===== config.mk =====
export PLATFORM = sky130hd
export DESIGN_NAME = qtpb_ctrl
export DESIGN_NICKNAME = d
export VERILOG_FILES = /design/src/rtl/core/qtpb_pkg.sv /design/src/rtl/core/qtpb_ctrl.sv
export SDC_FILE = /design/constraint.sdc
export NUM_CORES = 1
export LEC_CHECK = 0
export BUFFER_PORTS_ARGS = -buffer_cell sky130_fd_sc_hd__buf_4
export CAP_MARGIN = 20
export CORE_ASPECT_RATIO = 1.2
export CORE_UTILIZATION = 29
export DETAILED_ROUTE_END_ITERATION = 10
export HOLD_SLACK_MARGIN = 0.05
export PLACE_DENSITY = 0.46
export SLEW_MARGIN = 10
export SYNTH_ARGS = -nofsm -noshare
export SYNTH_HDL_FRONTEND = slang
export SYNTH_SLANG_ARGS = --single-unit
export TNS_END_PERCENT = 100

===== constraint.sdc =====
create_clock -name clk_i -period 2.76 [get_ports clk_i]
set_clock_uncertainty 0.15 [all_clocks]
set_input_delay 0.138 -clock clk_i [delete_from_list [all_inputs] [get_ports clk_i]]
set_output_delay 0.138 -clock clk_i [all_outputs]
set_load 0.03 [all_outputs]

===== src/rtl/core/qtpb_pkg.sv =====
// Shared constants, types and helpers of the quadtree point binning core.
package qtpb_pkg;

  localparam int unsigned TREE_LAYERS = 5;
  localparam int unsigned COUNT_BITS  = 16;

  localparam int unsigned NODES      = ((1 << (2 * TREE_LAYERS)) - 1) / 3;
  localparam int unsigned LEAF_START = ((1 << (2 * (TREE_LAYERS - 1))) - 1) / 3;
  localparam int unsigned NODE_W     = ($clog2(NODES) < 3) ? 3 : $clog2(NODES);

  localparam int unsigned COORD_W  = 32;
  localparam int unsigned SPREAD_W = 29;
  localparam int unsigned INDEX_W  = 9;
  localparam int unsigned CNT_OUT_W = 16;
  localparam int unsigned CFG_ADDR_W = 2;

  localparam logic [COUNT_BITS-1:0] COUNT_MAX = '1;

  localparam logic signed [COORD_W-1:0] RST_MIN_LON = -32'sd11796480;
  localparam logic signed [COORD_W-1:0] RST_MAX_LON =  32'sd11796480;
  localparam logic signed [COORD_W-1:0] RST_MIN_LAT = -32'sd5898240;
  localparam logic signed [COORD_W-1:0] RST_MAX_LAT =  32'sd5898240;

  typedef enum logic [CFG_ADDR_W-1:0] {
    CFG_MIN_LON = 2'd0,
    CFG_MAX_LON = 2'd1,
    CFG_MIN_LAT = 2'd2,
    CFG_MAX_LAT = 2'd3
  } cfg_reg_e;

  // Controller to datapath
  typedef struct packed {
    logic              clr_en;
    logic [NODE_W-1:0] clr_addr;
    logic              load;
    logic              step;
    logic              rd_en;
    logic              upd;
  } qtpb_cmd_t;

  // Datapath to controller
  typedef struct packed {
    logic stop;
  } qtpb_status_t;

  function automatic logic [CNT_OUT_W-1:0] count_out(input logic [COUNT_BITS-1:0] c);
    logic [31:0] w;
    w = 32'(c);
    return w[CNT_OUT_W-1:0];
  endfunction

  function automatic logic [INDEX_W-1:0] index_out(input logic [NODE_W-1:0] n);
    logic [31:0] w;
    w = 32'(n);
    return w[INDEX_W-1:0];
  endfunction

endpackage


===== src/rtl/core/qtpb_ctrl.sv =====
// Sequencing controller: clearing pass, tree walk, count update, output flag.
module qtpb_ctrl
  import qtpb_pkg::*;
(
  input  logic         clk_i,
  input  logic         rst_ni,
  input  logic         in_valid_i,
  output logic         in_ready_o,
  output logic         out_valid_o,
  input  logic         out_ready_i,
  input  qtpb_status_t status_i,
  output qtpb_cmd_t    cmd_o
);

  localparam logic [2:0] S_CLEAR   = 3'd0;
  localparam logic [2:0] S_IDLE    = 3'd1;
  localparam logic [2:0] S_DESCEND = 3'd2;
  localparam logic [2:0] S_UPDATE  = 3'd3;

  localparam logic [NODE_W-1:0] LAST_NODE = NODE_W'(NODES - 1);

  logic [2:0]        state_q, state_d;
  logic [NODE_W-1:0] clr_cnt_q, clr_cnt_d;
  logic              out_valid_q, out_valid_d;

  always_comb begin
    state_d   = state_q;
    clr_cnt_d = clr_cnt_q;
    cmd_o     = '0;
    in_ready_o = 1'b0;
    cmd_o.clr_addr = clr_cnt_q;
    unique case (state_q)
      S_CLEAR: begin
        cmd_o.clr_en = 1'b1;
        clr_cnt_d = clr_cnt_q + NODE_W'(1);
        if (clr_cnt_q == LAST_NODE) begin
          state_d = S_IDLE;
        end
      end
      S_IDLE: begin
        in_ready_o = 1'b1;
        if (in_valid_i) begin
          cmd_o.load = 1'b1;
          state_d = S_DESCEND;
        end
      end
      S_DESCEND: begin
        cmd_o.step = 1'b1;
        if (status_i.stop) begin
          cmd_o.rd_en = 1'b1;
          state_d = S_UPDATE;
        end
      end
      S_UPDATE: begin
        // wait for a free output register before committing
        if (!out_valid_q || out_ready_i) begin
          cmd_o.upd = 1'b1;
          state_d = S_IDLE;
        end
      end
      default: begin
        state_d = S_IDLE;
      end
    endcase
  end

  always_comb begin
    out_valid_d = out_valid_q;
    if (cmd_o.upd) begin
      out_valid_d = 1'b1;
    end else if (out_ready_i) begin
      out_valid_d = 1'b0;
    end
  end

  always_ff @(posedge clk_i or negedge rst_ni) begin
    if (!rst_ni) begin
      state_q     <= S_CLEAR;
      clr_cnt_q   <= '0;
      out_valid_q <= 1'b0;
    end else begin
      state_q     <= state_d;
      clr_cnt_q   <= clr_cnt_d;
      out_valid_q <= out_valid_d;
    end
  end

  assign out_valid_o = out_valid_q;

  a_accept_walks: assert property (@(posedge clk_i) disable iff (!rst_ni)
    (in_valid_i && in_ready_o) |=> (state_q == S_DESCEND))
    else $error("accepted item did not start the tree walk");

  a_clear_once: assert property (@(posedge clk_i) disable iff (!rst_ni)
    (state_q != S_CLEAR) |=> (state_q != S_CLEAR))
    else $error("clearing pass re-entered");

  a_read_then_update: assert property (@(posedge clk_i) disable iff (!rst_ni)
    cmd_o.rd_en |=> (state_q == S_UPDATE))
    else $error("count read not followed by update");

  a_no_overwrite: assert property (@(posedge clk_i) disable iff (!rst_ni)
    (out_valid_o && !out_ready_i) |=> out_valid_o)
    else $error("pending result dropped");

endmodule


==> results_dict.tcl <==
set metrics [dict create \
    crit_family "simple AND/OR/NAND/NOR gates" \
    grt_pass1_vias 503 \
    min_path_type "input port to async pin" \
    drt_wl_total_um 1374 \
    yosysSeqAreaShare_pct 44.36 \
    area_growth_pct 34.20 \
    place_ws_ns 0.9872 \
    slew_violations 0 \
    setup.worst_path.start_class "flip-flop" \
    drive_gt1_share_pct 27.27 \
    crit_type "flip-flop to flip-flop" \
    cts_root_buffer "clkbuf_4" \
    rsz0062_at_grt "false" \
    setup_ws_ns 0.9703 \
    syn_avg_cell_area_um2 10.58 \
    drv_cap 0 \
    portBuffers 20 \
    antenna_found_initial 0 \
    synth.distinct_cells 23 \
    dieArea_um2 2532 \
    synth_fp_nets 75 \
    grt_pass1_wl_um 2145 \
    fin_setup_tns_ns 0 \
    yosys_register_bits 12 \
    cts_buffers 3 \
    maxSlewHeadroom_pct 74.65 \
    design.core.area_um2 2140 \
    timing.rr.start "state_q[0]" \
    stdcell_area_um2 908.4 \
    dp_hpwl_um 1018 \
    drc_errors 0 \
    outcome "finished clean" \
    insertion_delay_ns 0.27 \
    cts_resized 0 \
    ioPinCount 21 \
    start_util_pct 31.64 \
    power_leakage_nw 0.4540 \
    drtIter0Drc 3 \
    cp-startpoint "state_q[0]" \
    timing.final.crit_share_pct 64.85 \
    path_cells "ha_1 -> and3b_1 -> or4b_1 -> o211ai_1" \
    clk_pin_slew_ns 0.08 \
    period_minus_slack_ns 1.790 \
    die_x_um 46.11 \
    cts_max_level 1 \
    crit_arrival_ns 1.83 \
    cp_max_fo 5 \
    postCtsSetupBuffers 0 \
    crit_slowest_cell "or4b_1" \
    n_fill_cell 217 \
    grt_max_degree 13 \
    worstPathRequired_ns 2.80 \
    placed_area_um2 852.1 \
    hold_viol 0 \
    synth.cell_area_um2 676.9 \
    final_cell_mix "buf_4, dfrtp_1, ha_1" \
    path_buf_inv 0 \
    cts.sinks 12 \
    firstDrtPassIters 3 \
    setup_viol 0 \
    track_usage_pct 12.30 \
    wire_per_inst_um 11.64 \
    final_common_cell "buf_4" \
    cpPeakStageDelay_ns 0.53 \
    fin_util_pct 42.46 \
    synth_warnings 0 \
    n_antenna_cell 0 \
    endpoint_kind "flip-flop" \
    p_per_area_nw_per_um2 1102 \
    tritoncts "yes" \
    worst_pin_slew_ns 0.3802 \
    place.gp.congestion 0.8301 \
    netlist_instances 64 \
    vias_per_cell 4.576 \
    cts_buffer_depth 2 \
    timing.fmax_ghz 0.5587 \
    ir_worst_vdd_v 0.0006250 \
    grt_overflow 0 \
    vias 540 \
    rows 18 \
    antenna_left 0 \
    ctsHoldBuffers 2 \
    die_y_um 54.93 \
    layout.nets 100 \
]
==> state kept, by name (all words and copies together), names as in the netlist <==
signal and count:
clr_cnt_q 9, state_q 2, out_valid_o 1
==> Yosys cell counts (all sizes together) <==
library cell / number / share of area, %
ha: 6 / 11
o211ai: 4 / 4.4
or4b: 1 / 1.5
nand4: 3 / 2.8
nor2: 2 / 1.1
and2: 3 / 2.8
and3b: 1 / 1.3
xor2: 3 / 3.9
and3: 2 / 1.8
o21a: 1 / 1.1
or3: 1 / 0.92
nor2b: 2 / 1.8
xnor2: 5 / 6.5
nand2: 5 / 2.8
nand4b: 1 / 1.3
nand4bb: 1 / 1.7
inv: 4 / 2.2
nand2b: 2 / 1.8
buf: 2 / 1.8
dfrtp: 12 / 44
o21ai: 1 / 0.74
o31ai: 2 / 2.2
==> power breakdown <==
group / internal (mW) / switching (mW) / total [mW]
combinational: 0.227 / 0.315 / 0.542
clock: 0.0801 / 0.0594 / 0.140
sequential: 0.237 / 0.0817 / 0.319
total: 0.544 / 0.457 / 1.00
==> worst reg2reg max path: stages, from the launching register on <==
cell	delay (ns)
dfrtp_1	0.43
ha_1	0.23
and3b_1	0.21
or4b_1	0.53
o211ai_1	0.16
==> routing by layer <==
metal,routed length [um],part of all wire [%],up-vias,track usage (%)
li1,-,-,270,-
met1,656,48,255,15.42
met2,650,47,13,19.01
met3,54,3.9,2,2.922
met4,12,0.87,0,7.353
met5,0,0,-,0
==> worst paths after layout <==
check | endpoint | slack [ns] | cells past startpoint
max | state_q[1] | 0.97 | 4
min | clr_cnt_q[0] | 0.09 | 2
max reg2reg | state_q[1] | 0.97 | 4
min reg2reg | clr_cnt_q[8] | 0.37 | 1
max in group asynchronous | clr_cnt_q[8] | 2.22 | 2
min in group clk_i | state_q[1] | 0.18 | 4
==> logic make-up (layout without fill, tap and decap cells) <==
group                      after synthesis  in the layout  share of synthesized area, %
and+or+nand+nor                         24             24                         21.63
xor gates and xnor gates                 8              8                         10.35
adders and majority gates                6              6                         11.09
DFF                                     12             12                         44.36
AOI/OAI and AO/OA                        8              8                         8.502
buffers and inverters                    6             30                         4.066
==> cell type report <==
cell class                      instances  area (um2)  share of cell area (%)
Multi-Input combinational cell         46       349.1                   38.43
Sequential cell                        12       300.3                   33.06
Timing Repair Buffer                   22       170.2                   18.73
Tap cell                               30       37.54                   4.132
Clock buffer                            4       36.28                   3.994
Inverter                                4       15.01                   1.653
==> per-stage QoR <==
| step | hold slack [ns] | power (mW) | cells |
|---|---|---|---|
| 3_5_place_dp | -0.1594 | 0.8641 | 112 |
| 2_1_floorplan | -0.3076 | 0.6945 | 64 |
| 5_1_grt | 0.08805 | 1.070 | 118 |
| 3_3_place_gp | -0.1582 | 0.8675 | 112 |
| 4_1_cts | 0.08151 | 1.015 | 118 |
| 6_report | 0.08990 | 1.001 | 118 |
No activity file was read; power rests on OpenSTA's default activity.
